**src/sv/combined_lcg_shuffle_random_macros.svh**
```systemverilog
// Assertion macros for the combined LCG shuffle generator.
// Used by the top level only; no other dependencies.
`ifndef COMBINED_LCG_SHUFFLE_RANDOM_MACROS_SVH
`define COMBINED_LCG_SHUFFLE_RANDOM_MACROS_SVH
`ifndef SYNTHESIS
// antecedent implies consequent in the same cycle
`define CLSR_ASSERT_IMP(lbl, clk, rstn, ante, cons) \
	lbl: assert property (@(posedge clk) disable iff (!(rstn)) (ante) |-> (cons)) \
	else $error("assertion failed");
// antecedent implies consequent in the next cycle
`define CLSR_ASSERT_NXT(lbl, clk, rstn, ante, cons) \
	lbl: assert property (@(posedge clk) disable iff (!(rstn)) (ante) |=> (cons)) \
	else $error("assertion failed");
`else
`define CLSR_ASSERT_IMP(lbl, clk, rstn, ante, cons)
`define CLSR_ASSERT_NXT(lbl, clk, rstn, ante, cons)
`endif
`endif

```
**src/sv/clsr_pkg.sv**
```systemverilog
// Package for the combined LCG shuffle generator: moduli, multipliers,
// Schrage constants, request kinds and reset values. No dependencies.
`default_nettype none
package clsr_pkg;
	localparam int TABLE_SIZE = 32;
	localparam logic [30:0] MOD1 = 31'd2147483563;
	localparam logic [30:0] MOD2 = 31'd2147483399;
	localparam logic [30:0] TOP1 = 31'd2147483562;
	localparam logic [15:0] MUL1 = 16'd40014;
	localparam logic [15:0] MUL2 = 16'd40692;
	localparam logic [15:0] QUO1 = 16'd53668;
	localparam logic [15:0] QUO2 = 16'd52774;
	localparam logic [30:0] VALUE_CLAMP = 31'd2147483305;
	localparam logic [30:0] SEED_RESET = 31'd348;
	localparam logic [30:0] GEN2_RESET = 31'd123456789;
	localparam logic [1:0] KIND_UNIFORM = 2'd0;
	localparam logic [1:0] KIND_FLIP = 2'd1;
	localparam logic [1:0] KIND_SCALED = 2'd2;
	localparam logic [1:0] KIND_SPARE = 2'd3;
endpackage
`default_nettype wire

```
**src/sv/clsr_req_if.sv**
```systemverilog
// Request channel: valid/ready handshake with kind, bound, prob.
// No dependencies.
`default_nettype none
interface clsr_req_if;
	logic        valid;
	logic        ready;
	logic [1:0]  kind;
	logic [30:0] bound;
	logic [32:0] prob;
	modport source (output valid, kind, bound, prob, input ready);
	modport sink (input valid, kind, bound, prob, output ready);
endinterface
`default_nettype wire

```
**src/sv/clsr_rsp_if.sv**
```systemverilog
// Result channel: valid/ready handshake with value, flip, scaled.
// No dependencies.
`default_nettype none
interface clsr_rsp_if;
	logic        valid;
	logic        ready;
	logic [30:0] value;
	logic        flip;
	logic [30:0] scaled;
	modport source (output valid, value, flip, scaled, input ready);
	modport sink (input valid, value, flip, scaled, output ready);
endinterface
`default_nettype wire

```
**src/sv/combined_lcg_shuffle_random.sv**
```systemverilog
// A seeded request runs a Schrage step on generator 1, then one on generator 2, then
// slot, table and flip (kind 2 adds the scaled product), all on one shared multiplier.
// The first request after reset or a seed write first runs TABLE_SIZE+8 seeding steps.
// One request at a time: ready only while idle, until the result has been taken.
// Reset (arst_n low, async): seed 348, generators 0 and 123456789, seeding pending.
// Depends on clsr_pkg, clsr_req_if, clsr_rsp_if and the assertion macro header.
`default_nettype none
`include "combined_lcg_shuffle_random_macros.svh"
module combined_lcg_shuffle_random #(
	parameter int TABLE_SIZE = clsr_pkg::TABLE_SIZE
) (
	input  wire logic        clk,
	input  wire logic        arst_n,
	input  wire logic        seed_we,
	input  wire logic [30:0] seed_wdata,
	clsr_req_if.sink         request,
	clsr_rsp_if.source       result
);
	localparam int IW = $clog2(TABLE_SIZE);
	localparam int JW = $clog2(TABLE_SIZE + 8);
	localparam logic [30:0] SLOT_DIV = 31'(1 + 2147483562 / TABLE_SIZE);
	// reciprocals: floor(x/d) = (x*ceil(2^s/d)) >> s for any 31-bit x
	localparam int QSH1 = 31 + $clog2(int'(clsr_pkg::QUO1));
	localparam int QSH2 = 31 + $clog2(int'(clsr_pkg::QUO2));
	localparam int SLOT_SH = 31 + $clog2(int'(SLOT_DIV));
	localparam logic [31:0] RCP1 = 32'(((64'd1 << QSH1) + 64'(clsr_pkg::QUO1) - 64'd1)
		/ 64'(clsr_pkg::QUO1));
	localparam logic [31:0] RCP2 = 32'(((64'd1 << QSH2) + 64'(clsr_pkg::QUO2) - 64'd1)
		/ 64'(clsr_pkg::QUO2));
	localparam logic [31:0] SLOT_RCP = 32'(((64'd1 << SLOT_SH) + 64'(SLOT_DIV) - 64'd1)
		/ 64'(SLOT_DIV));
	// 2^31 mod MOD1, used to fold the scaled product
	localparam logic [6:0] MOD1_GAP = 7'(32'h8000_0000 - 32'(clsr_pkg::MOD1));

	typedef enum logic [3:0] {
		ST_IDLE, ST_SCH_RCP, ST_SCH_MUL1, ST_SCH_MUL2, ST_SCH_FIN,
		ST_SLOT_RCP, ST_SLOT_SAT, ST_TBL_RD, ST_TBL_UPD, ST_FLIP_MUL,
		ST_FLIP_CMP, ST_SCL_MUL, ST_SCL_F1, ST_SCL_F2, ST_OUT
	} state_t;
	typedef enum logic [1:0] {SEL_SEED, SEL_G1, SEL_G2} sel_t;

	state_t        state_q;
	sel_t          sel_q;
	logic [30:0]   seed_q, gen1_q, gen2_q, shuf_q;
	logic          seeded_q;
	logic [JW-1:0] j_q;
	logic [IW-1:0] slot_q;
	logic [1:0]    kind_q;
	logic [30:0]   bound_q;
	logic [32:0]   prob_q;
	logic [30:0]   val_q, scaled_q;
	logic          flip_q;
	logic [15:0]   k_q;
	logic [30:0]   qacc_q;
	// shared multiplier
	logic [62:0]   prod_q;
	logic [46:0]   p1_q;
	logic [30:0]   rd_q;
	logic [30:0]   tbl_mem [TABLE_SIZE];

	// multiplier operand select
	logic [31:0] mul_a;
	logic [30:0] mul_b;
	logic [62:0] mul_p;
	always_comb begin
		case (state_q)
			ST_SCH_RCP: begin
				mul_a = (sel_q == SEL_G2) ? RCP2 : RCP1;
				mul_b = (sel_q == SEL_G2) ? gen2_q : gen1_q;
			end
			ST_SCH_MUL1: begin
				mul_a = {16'd0, (sel_q == SEL_G2) ? clsr_pkg::MUL2 : clsr_pkg::MUL1};
				mul_b = (sel_q == SEL_G2) ? gen2_q : gen1_q;
			end
			ST_SCH_MUL2: begin
				mul_a = {16'd0, k_q};
				mul_b = (sel_q == SEL_G2) ? clsr_pkg::MOD2 : clsr_pkg::MOD1;
			end
			ST_SLOT_RCP: begin
				mul_a = SLOT_RCP;
				mul_b = shuf_q;
			end
			ST_FLIP_MUL: begin
				mul_a = prob_q[31:0];
				mul_b = clsr_pkg::MOD1;
			end
			ST_SCL_MUL: begin
				mul_a = {1'b0, val_q};
				mul_b = bound_q;
			end
			default: begin
				mul_a = '0;
				mul_b = '0;
			end
		endcase
		mul_p = {31'd0, mul_a} * {32'd0, mul_b};
	end

	// Schrage result: mul*x - k*mod, folded once
	logic [47:0] sch_diff, sch_fold;
	logic [30:0] sch_res;
	always_comb begin
		sch_diff = {1'b0, p1_q} - {1'b0, prod_q[46:0]};
		sch_fold = sch_diff + {17'd0,
			(sel_q == SEL_G2) ? clsr_pkg::MOD2 : clsr_pkg::MOD1};
		sch_res = sch_diff[47] ? sch_fold[30:0] : sch_diff[30:0];
	end

	// slot quotient from the reciprocal product
	logic [62:0] slot_quo;
	assign slot_quo = prod_q >> SLOT_SH;

	// scaled quotient: P = H*2^31 + L = H*MOD1 + (H*GAP + L), folded twice
	logic [37:0] fold1;
	logic [31:0] fold2, fold_q;
	always_comb begin
		fold1 = {7'd0, prod_q[61:31]} * {31'd0, MOD1_GAP} + {7'd0, prod_q[30:0]};
		fold2 = {25'd0, prod_q[37:31]} * {25'd0, MOD1_GAP} + {1'b0, prod_q[30:0]};
		fold_q = {1'b0, qacc_q} + {25'd0, prod_q[37:31]}
			+ ((fold2 >= {1'b0, clsr_pkg::MOD1}) ? 32'd1 : 32'd0);
	end

	// table combine
	logic [32:0] tbl_diff, tbl_fold;
	logic [30:0] tbl_y;
	always_comb begin
		tbl_diff = {2'b0, rd_q} - {2'b0, gen2_q};
		tbl_fold = tbl_diff + {2'b0, clsr_pkg::TOP1};
		tbl_y = (tbl_diff[32] || tbl_diff == '0) ? tbl_fold[30:0] : tbl_diff[30:0];
	end

	// table write port
	logic          mem_we;
	logic [IW-1:0] mem_wa;
	logic [30:0]   mem_wd;
	always_comb begin
		mem_we = (state_q == ST_TBL_UPD) || (state_q == ST_SCH_FIN
			&& sel_q == SEL_SEED && j_q < JW'(TABLE_SIZE));
		mem_wa = (state_q == ST_TBL_UPD) ? slot_q : j_q[IW-1:0];
		mem_wd = (state_q == ST_TBL_UPD) ? gen1_q : sch_res;
	end

	// shuffle table memory
	always_ff @(posedge clk) begin
		if (mem_we) begin
			tbl_mem[mem_wa] <= mem_wd;
		end
		rd_q <= tbl_mem[slot_q];
	end

	// sequencer
	always_ff @(posedge clk or negedge arst_n) begin
		if (!arst_n) begin
			state_q  <= ST_IDLE;
			sel_q    <= SEL_SEED;
			seed_q   <= clsr_pkg::SEED_RESET;
			gen1_q   <= '0;
			gen2_q   <= clsr_pkg::GEN2_RESET;
			shuf_q   <= '0;
			seeded_q <= 1'b0;
			j_q      <= '0;
			slot_q   <= '0;
			kind_q   <= '0;
			bound_q  <= '0;
			prob_q   <= '0;
			val_q    <= '0;
			scaled_q <= '0;
			flip_q   <= 1'b0;
			k_q      <= '0;
			qacc_q   <= '0;
			prod_q   <= '0;
			p1_q     <= '0;
		end else begin
			if (seed_we) begin
				seed_q   <= seed_wdata;
				seeded_q <= 1'b0;
			end
			case (state_q)
				ST_IDLE: begin
					if (request.valid) begin
						kind_q  <= request.kind;
						bound_q <= request.bound;
						prob_q  <= request.prob;
						state_q <= ST_SCH_RCP;
						if (!seeded_q) begin
							gen1_q <= (seed_q == '0) ? 31'd1 : seed_q;
							gen2_q <= (seed_q == '0) ? 31'd1 : seed_q;
							j_q    <= JW'(TABLE_SIZE + 7);
							sel_q  <= SEL_SEED;
						end else begin
							sel_q <= SEL_G1;
						end
					end
				end
				ST_SCH_RCP: begin
					prod_q  <= mul_p;
					state_q <= ST_SCH_MUL1;
				end
				ST_SCH_MUL1: begin
					k_q     <= (sel_q == SEL_G2) ? 16'(prod_q >> QSH2) : 16'(prod_q >> QSH1);
					prod_q  <= mul_p;
					state_q <= ST_SCH_MUL2;
				end
				ST_SCH_MUL2: begin
					p1_q    <= prod_q[46:0];
					prod_q  <= mul_p;
					state_q <= ST_SCH_FIN;
				end
				ST_SCH_FIN: begin
					state_q <= ST_SCH_RCP;
					case (sel_q)
						SEL_SEED: begin
							gen1_q <= sch_res;
							if (j_q == '0) begin
								shuf_q   <= sch_res;
								seeded_q <= 1'b1;
								sel_q    <= SEL_G1;
							end else begin
								j_q <= j_q - JW'(1);
							end
						end
						SEL_G1: begin
							gen1_q <= sch_res;
							sel_q  <= SEL_G2;
						end
						default: begin
							gen2_q  <= sch_res;
							state_q <= ST_SLOT_RCP;
						end
					endcase
				end
				ST_SLOT_RCP: begin
					prod_q  <= mul_p;
					state_q <= ST_SLOT_SAT;
				end
				ST_SLOT_SAT: begin
					slot_q  <= (slot_quo >= 63'(TABLE_SIZE)) ?
						IW'(TABLE_SIZE - 1) : slot_quo[IW-1:0];
					state_q <= ST_TBL_RD;
				end
				ST_TBL_RD: begin
					state_q <= ST_TBL_UPD;
				end
				ST_TBL_UPD: begin
					shuf_q  <= tbl_y;
					val_q   <= (tbl_y > clsr_pkg::VALUE_CLAMP) ?
						clsr_pkg::VALUE_CLAMP : tbl_y;
					state_q <= ST_FLIP_MUL;
				end
				ST_FLIP_MUL: begin
					prod_q  <= mul_p;
					state_q <= ST_FLIP_CMP;
				end
				ST_FLIP_CMP: begin
					flip_q   <= prob_q[32] || ({val_q, 32'd0} <= prod_q);
					scaled_q <= '0;
					state_q  <= (kind_q == clsr_pkg::KIND_SCALED) ? ST_SCL_MUL : ST_OUT;
				end
				ST_SCL_MUL: begin
					prod_q  <= mul_p;
					state_q <= ST_SCL_F1;
				end
				ST_SCL_F1: begin
					qacc_q  <= prod_q[61:31];
					prod_q  <= {25'd0, fold1};
					state_q <= ST_SCL_F2;
				end
				ST_SCL_F2: begin
					scaled_q <= fold_q[30:0];
					state_q  <= ST_OUT;
				end
				ST_OUT: begin
					if (result.ready) begin
						state_q <= ST_IDLE;
					end
				end
				default: state_q <= ST_IDLE;
			endcase
		end
	end

	assign request.ready = (state_q == ST_IDLE);
	assign result.valid  = (state_q == ST_OUT);
	assign result.value  = val_q;
	assign result.flip   = flip_q;
	assign result.scaled = scaled_q;

	// checks
	`CLSR_ASSERT_IMP(a_no_overlap, clk, arst_n, result.valid, !request.ready)
	`CLSR_ASSERT_NXT(a_busy_after_req, clk, arst_n, request.valid && request.ready, !request.ready)
	`CLSR_ASSERT_NXT(a_seed_rearm, clk, arst_n, seed_we, !seeded_q || state_q != ST_IDLE)
	`CLSR_ASSERT_IMP(a_slot_range, clk, arst_n, state_q == ST_TBL_RD, slot_q <= IW'(TABLE_SIZE - 1))
endmodule
`default_nettype wire

```
**src/flat_wrapper.sv**
```systemverilog
// flat-port wrapper written by rule: the top's interface ports become plain ports
module combined_lcg_shuffle_random_flat 
#(
	parameter int TABLE_SIZE = clsr_pkg::TABLE_SIZE
)
  (clk, arst_n, seed_we, seed_wdata, request_valid, request_kind, request_bound, request_prob, request_ready, result_valid, result_value, result_flip, result_scaled, result_ready);
  clsr_req_if request_i ();
  clsr_rsp_if result_i ();
  input  wire logic clk;
  input  wire logic arst_n;
  input  wire logic seed_we;
  input  wire logic [30:0] seed_wdata;
  input wire logic [$bits(request_i.valid)-1:0] request_valid;
  input wire logic [$bits(request_i.kind)-1:0] request_kind;
  input wire logic [$bits(request_i.bound)-1:0] request_bound;
  input wire logic [$bits(request_i.prob)-1:0] request_prob;
  output wire logic [$bits(request_i.ready)-1:0] request_ready;
  output wire logic [$bits(result_i.valid)-1:0] result_valid;
  output wire logic [$bits(result_i.value)-1:0] result_value;
  output wire logic [$bits(result_i.flip)-1:0] result_flip;
  output wire logic [$bits(result_i.scaled)-1:0] result_scaled;
  input wire logic [$bits(result_i.ready)-1:0] result_ready;
  assign request_i.valid = request_valid;
  assign request_i.kind = request_kind;
  assign request_i.bound = request_bound;
  assign request_i.prob = request_prob;
  assign request_ready = request_i.ready;
  assign result_valid = result_i.valid;
  assign result_value = result_i.value;
  assign result_flip = result_i.flip;
  assign result_scaled = result_i.scaled;
  assign result_i.ready = result_ready;
  combined_lcg_shuffle_random #(.TABLE_SIZE(TABLE_SIZE)) u_core (.clk(clk), .arst_n(arst_n), .seed_we(seed_we), .seed_wdata(seed_wdata), .request(request_i), .result(result_i));
endmodule
```
**config.mk**
```make
export PLATFORM = sky130hd
export DESIGN_NAME = combined_lcg_shuffle_random_flat
export DESIGN_NICKNAME = d
export VERILOG_FILES = /design/src/sv/clsr_pkg.sv /design/src/sv/clsr_req_if.sv /design/src/sv/clsr_rsp_if.sv /design/src/sv/combined_lcg_shuffle_random.sv /design/src/flat_wrapper.sv
export VERILOG_INCLUDE_DIRS = /design/src /design/src/sv
export SDC_FILE = /design/constraint.sdc
export NUM_CORES = 2
export LEC_CHECK = 0
export BUFFER_PORTS_ARGS = -buffer_cell sky130_fd_sc_hd__buf_2
export CORE_MARGIN = 5
export CORE_UTILIZATION = 30
export DETAILED_ROUTE_END_ITERATION = 6
export GPL_ROUTABILITY_DRIVEN = 0
export GPL_TIMING_DRIVEN = 0
export PLACE_DENSITY = 0.42
export SLEW_MARGIN = 0
export SYNTH_ARGS = -nofsm -noshare
export SYNTH_HDL_FRONTEND = slang
export SYNTH_SLANG_ARGS = --single-unit
```
**constraint.sdc**
```tcl
create_clock -name clk -period 10.2 [get_ports clk]
set_clock_uncertainty 0.05 [all_clocks]
set_input_delay 1.53 -clock clk [delete_from_list [all_inputs] [get_ports clk]]
set_output_delay 1.53 -clock clk [all_outputs]
set_load 0.01 [all_outputs]
```
# == Yosys cells after proc, flatten, opt, wreduce, memory -nomap -nowiden ==
# Memories as Yosys holds them, arrays and structs flattened. A register that Yosys moved wholly into a read port is not among the register bits.
# Cells that the tools add are included.
# op_classes
n_addsub,9
n_mul,3
n_lt_le_gt_ge,5
n_eq_ne,27
mux,46
n_reduce_logical,24
# ops
operator,n
31-bit two-way mux,12
31-bit one-hot mux with 2 select lines,4
32-bit one-hot mux with 6 select lines,1
31-bit one-hot mux with 5 select lines,1
63-bit one-hot mux with 2 select lines,1
63-bit <= comparator,1
32-bit by 31-bit multiplier with 63-bit output,1
31-bit adder,2
4-bit one-hot mux with 15 select lines,1
47-bit by 47-bit subtractor with 48-bit output,1
38-bit by 31-bit adder with 38-bit output,1
"31-bit by 7-bit multiplier with 38-bit output, second input constant",1
33-bit zero test,1
14-bit by 31-bit adder with 32-bit output,1
"32-bit by 31-bit greater-or-equal comparator with 1-bit output, second input constant",1
31-bit by 31-bit subtractor with 32-bit output,1
"31-bit adder, second input constant",1
31-bit by 7-bit adder with 31-bit output,1
"31-bit > comparator, second input constant",1
31-bit zero test,1
"4-bit == test, second input constant",7
26-bit two-way mux,1
6-bit two-way mux,4
"4-bit by 3-bit == test with 1-bit output, second input constant",4
32 further kinds,63
# word_totals
reg_bits,428
mem_bits_rw,992
output_inout_bits,65
elab_cells,134
n_memories,1
# mem_list
memory,depth,word_bits,read_ports,rd_ports_with_merged_regs,write_ports,line,text
u_core.tbl_mem,32,31,1,1,1,combined_lcg_shuffle_random.sv:59,logic [30:0] tbl_mem [TABLE_SIZE];

# == Longest topological paths before layout ==
# logic_depth
depth_word,7
ltp_mapped,39
ltp_nobuf,36

# == Worst setup path after synthesis ==
# Ideal clock, no wire load.
# synth_timing
kind,register -> register
startpoint,register u_core.sel_q[1]
endpoint,register u_core.prod_q[55]
t_arrival_ps,9512
t_required_ps,10017
path_slack_ps,505
stages_incl_launch_ff,37
n_path_buf,5
period_less_slack_ps,9695
cell_sequence,dfrtp_1 > clkbuf_1 > nand2b_1 > buf_1 > clkbuf_1 > mux2i_1 > o21a_1 > clkbuf_1 > buf_1 > nor2_1 > fa_1 > fa_1 > fa_1 > inv_1 > fa_1 > inv_1 > fa_1 > inv_1 > fa_1 > inv_1 > fa_1 > fa_1 > ha_1 > a21o_1 > a211o_1 > o21ai_0 > o21ai_0 > o2bb2ai_1 > o221a_2 > o21a_1 > a41oi_1 > nor4_1 > o21ba_2 > a21o_1 > a311oi_1 > xor2_1 > o21ai_0
# synth_between
elab_chain_cells,5
word_cells_on_any_way,9
# synth_lines
item,line,text
from (decl),combined_lcg_shuffle_random.sv:43,sel_t sel_q;
from (signal assigned),combined_lcg_shuffle_random.sv:155,sel_q <= SEL_SEED;
from (signal assigned),combined_lcg_shuffle_random.sv:189,sel_q <= SEL_SEED;
from (signal assigned),combined_lcg_shuffle_random.sv:191,sel_q <= SEL_G1;
2-bit == test (*),n/a,
26-bit two-way mux (tied with other cells),combined_lcg_shuffle_random.sv:68,mul_a = (sel_q == SEL_G2) ? RCP2 : RCP1;
32-bit one-hot mux with 6 select lines or 31-bit one-hot mux with 5 select lines (tied branches),combined_lcg_shuffle_random.sv:66,case (state_q)
32-bit by 31-bit multiplier with 63-bit output (*),combined_lcg_shuffle_random.sv:96,"mul_p = {31'd0, mul_a} * {32'd0, mul_b};"
63-bit one-hot mux with 2 select lines (*),combined_lcg_shuffle_random.sv:178,case (state_q)
to (signal assigned),combined_lcg_shuffle_random.sv:196,prod_q <= mul_p;
to (signal assigned),combined_lcg_shuffle_random.sv:201,prod_q <= mul_p;
to (signal assigned),combined_lcg_shuffle_random.sv:206,prod_q <= mul_p;
to (decl),combined_lcg_shuffle_random.sv:56,logic [62:0] prod_q;
# Every way passes the cells marked *; elsewhere a longest branch is shown, timed or not.
# A chain may end at the register's enable or synchronous reset.

# == Worst setup path after layout ==
# layout_timing
startpoint,register u_core.state_q[3]
endpoint,register u_core.prod_q[56]
# layout_between
elab_chain_cells,5
word_cells_on_any_way,14
# layout_lines
item,line,text
from (decl),combined_lcg_shuffle_random.sv:42,state_t state_q;
from (signal assigned),combined_lcg_shuffle_random.sv:257,state_q <= (kind_q == clsr_pkg::KIND_SCALED) ? ST_SCL_MUL : ST_OUT;
4-bit by 1-bit == test with 1-bit output or 4-bit by 2-bit == test with 1-bit output (tied branches),"combined_lcg_shuffle_random.sv:66, combined_lcg_shuffle_random.sv:178",
2-bit OR reduction (no source line),n/a,
31-bit one-hot mux with 5 select lines,combined_lcg_shuffle_random.sv:66,
32-bit by 31-bit multiplier with 63-bit output,combined_lcg_shuffle_random.sv:96,
63-bit one-hot mux with 2 select lines,combined_lcg_shuffle_random.sv:178,
# Several ways; a longest one is shown, not always the timed one.

==> impl_metrics.ini <==
[worst_setup_path]
setup.worst_path.start_class = flop
cp_slowest_cell = fa_2
criticalPathCategory = flop to flop
arrival_ns = 10.73
cp.required_ns = 10.87
crit_top_cell = fa_1
end_kind = flop
path_max_fanout = 10
cp_slowest_stage_delay_ns = 0.65

[cells_and_area]
final_common_cell = inv_1
drive_above_1_share_pct = 15.9
area_growth_pct = 16.0
final_cell_mix = inv_1 (1130), nand2_1 (1124), edfxtp_1 (992)
finish.utilization_pct = 35.0
instances_no_fill = 13700
fin_nets = 10700

[drt]
drt_iter0_markers = 6509
first_pass_iters = 6
ant_nets = 0
drc_errors = 0
via_per_inst = 5.27
finalWirelength_microns = 413000
via_count = 72000
wire_per_inst_microns = 30.2

[clocking]
numCtsBuffers = 174
cts_sinks = 1451
ctsRootBufferMaster = clkbuf_16
ctsHoldBuffers = 0
cts.clk_slew.worst_paths_ns = 0.06
insertion_delay_ns = 0.85
htreeDepth = 4
clockBufferDepth = 4
cts_tree = done

[yosys]
yosysWarnings = 0
synth_edf_count = 992
async_flop_share_pct = 29.5
synth_fp_nets = 10200
ys_types = 103
yosysTopAreaCell = edfxtp_1
synth_area_per_cell_sq_um = 11.6
synth_area_sq_um = 101000
yosysTopAreaCellShare_pct = 29.6
synthCells = 8656
ys.flop_type = edfxtp_1
seq_area_frac_synth_pct = 40.8
synthTopCellsByArea = edfxtp_1 (30%), fa_1 (19%), dfrtp_1 (10%)
yosys_register_bits = 1451

[timing]
tns_ns = 0
setup_viol = 0
worstMarginPinSlew_ns = 1.51
hold_slack_ns = 0.429
relSlewSlack_pct = -0.601
rsz0062_at_grt = true
final_max_slew_viol_count = 11
max_freq_mhz = 99.3
period_share_pct = 98.7
finalHoldViolations = 0
fin_crit_ns = 10.07

[global_routing]
grt_pass1_vias = 74900
grt_max_degree = 107
met1_usage_pct = 29.8
met2_usage_pct = 37.9
antenna_found_initial = 28
use_met3_pct = 3.44
grt_pass1_wl_microns = 578000
grt_remaining_overflow = 0
track_usage_pct = 23.4
busiest_layer = met2

[outcome]
status = finished, violations left
violations = capacitance limit, slew limit

[floorplanning]
die_h_microns = 590
initial_core_util_pct = 30.2
die_w_microns = 590
ios = 167
core_area_sq_um = 334000
die_area_sq_um = 348000
fp-row-count = 212

[placed_design]
io_buffers = 165
post-place-cells = 13300
place_hpwl_microns = 323000

[hold_path]
hold_class = flop to flop

[flow_run]
drv_cap = 1
[stage by stage]
| step | setup slack, ns | cell area, sq um |
|---|---|---|
| finish | 0.133 | 117000 |
| global route | -0.00614 | 117000 |
| CTS | 0.00914 | 116000 |
| detailed placement | -4.00 | 109000 |
| global placement | -3.97 | 107000 |
| floorplan | 0.505 | 101000 |
[worst paths after layout]
kind | depth (start not counted) | start | slack [ns] | endpoint
setup / recovery | 35 | u_core.state_q[3] | 0.13 | u_core.prod_q[56]
hold / removal | 2 | u_core.result.scaled[0] | 0.43 | u_core.result.scaled[0]
setup reg to reg | 35 | u_core.state_q[3] | 0.13 | u_core.prod_q[56]
hold reg to reg | 2 | u_core.result.scaled[0] | 0.43 | u_core.result.scaled[0]
max in group asynchronous | 4 | arst_n | 7.59 | u_core.gen2_q[20]
min in group asynchronous | 1 | arst_n | 0.51 | u_core.prod_q[11]
[timing repair]
action | 4_1_cts | 5_1_grt
setup buffers | 70 | 17
pin swaps | 36 | 17
gates resized for setup | 468 | 106
setup endpoints to repair | 51 | 17
hold endpoints to repair | 0 | 0
[flip-flops by register name, indices dropped and copies added, names as in the netlist, 33 cells and up]
signal / cells
u_core.p1_q: 47
u_core.prob_q: 33
u_core.prod_q: 63
u_core.tbl_mem: 992
[per-layer routing]
layer | up-vias | share of wire (%)
li1 | 30500 | -
met1 | 37900 | 40
met2 | 2823 | 46
met3 | 855 | 6.3
met4 | 4 | 7.5
met5 | - | 0.016
[final cells by class]
| class | count | area [sq um] |
|---|---|---|
| Fill cell | 33200 | 217000 |
| Multi-Input combinational cell | 5656 | 55200 |
| Sequential cell | 1451 | 41200 |
| Tap cell | 4387 | 5490 |
| Clock buffer | 225 | 4720 |
| Inverter | 1133 | 4260 |
| Timing Repair Buffer | 331 | 3090 |
| Buffer | 387 | 2260 |
| Clock inverter | 80 | 707 |
| Antenna cell | 8 | 20.0 |
[logic make-up after synthesis]
group	count (synthesis)	share of synthesized area (%)
XOR/XNOR	222	1.94
AO/OA/AOI/OAI	1096	7.17
multiplexers	483	8.82
adder cells (fa/ha/maj)	1469	25.4
flip-flops	1451	40.8
buffers and inverters	1549	5.80
AND/OR/NAND/NOR	2386	10.0
[worst max-delay path: cells and delay by family (launching register included)]
kind	cells	cell delay, ns
DFF	1	0.46
xor gates and xnor gates	1	0.42
adders and majority gates	9	4.54
and+or+nand+nor	4	0.64
AOI/OAI and AO/OA	14	2.51
buffers and inverters	7	1.30
[synthesized netlist by cell type, types with 37 or more instances]
cell and number:
a211oi_1 41, a21o_1 122, a21oi_1 241, a31oi_1 41
and2_1 40, and3_1 37, buf_1 50, clkbuf_1 350
dfrtp_1 407, edfxtp_1 992, fa_1 960, ha_1 509
inv_1 1131, mux2_2 140, mux4_2 310, nand2_1 1129
nand3_1 103, nand4_1 53, nor2_1 785, nor3_1 63
o21a_1 58, o21ai_0 280, xnor2_1 141, xor2_1 80
Power is not shown: default switching activity piles up to over one toggle a cycle in this logic, so the estimate is an artifact.
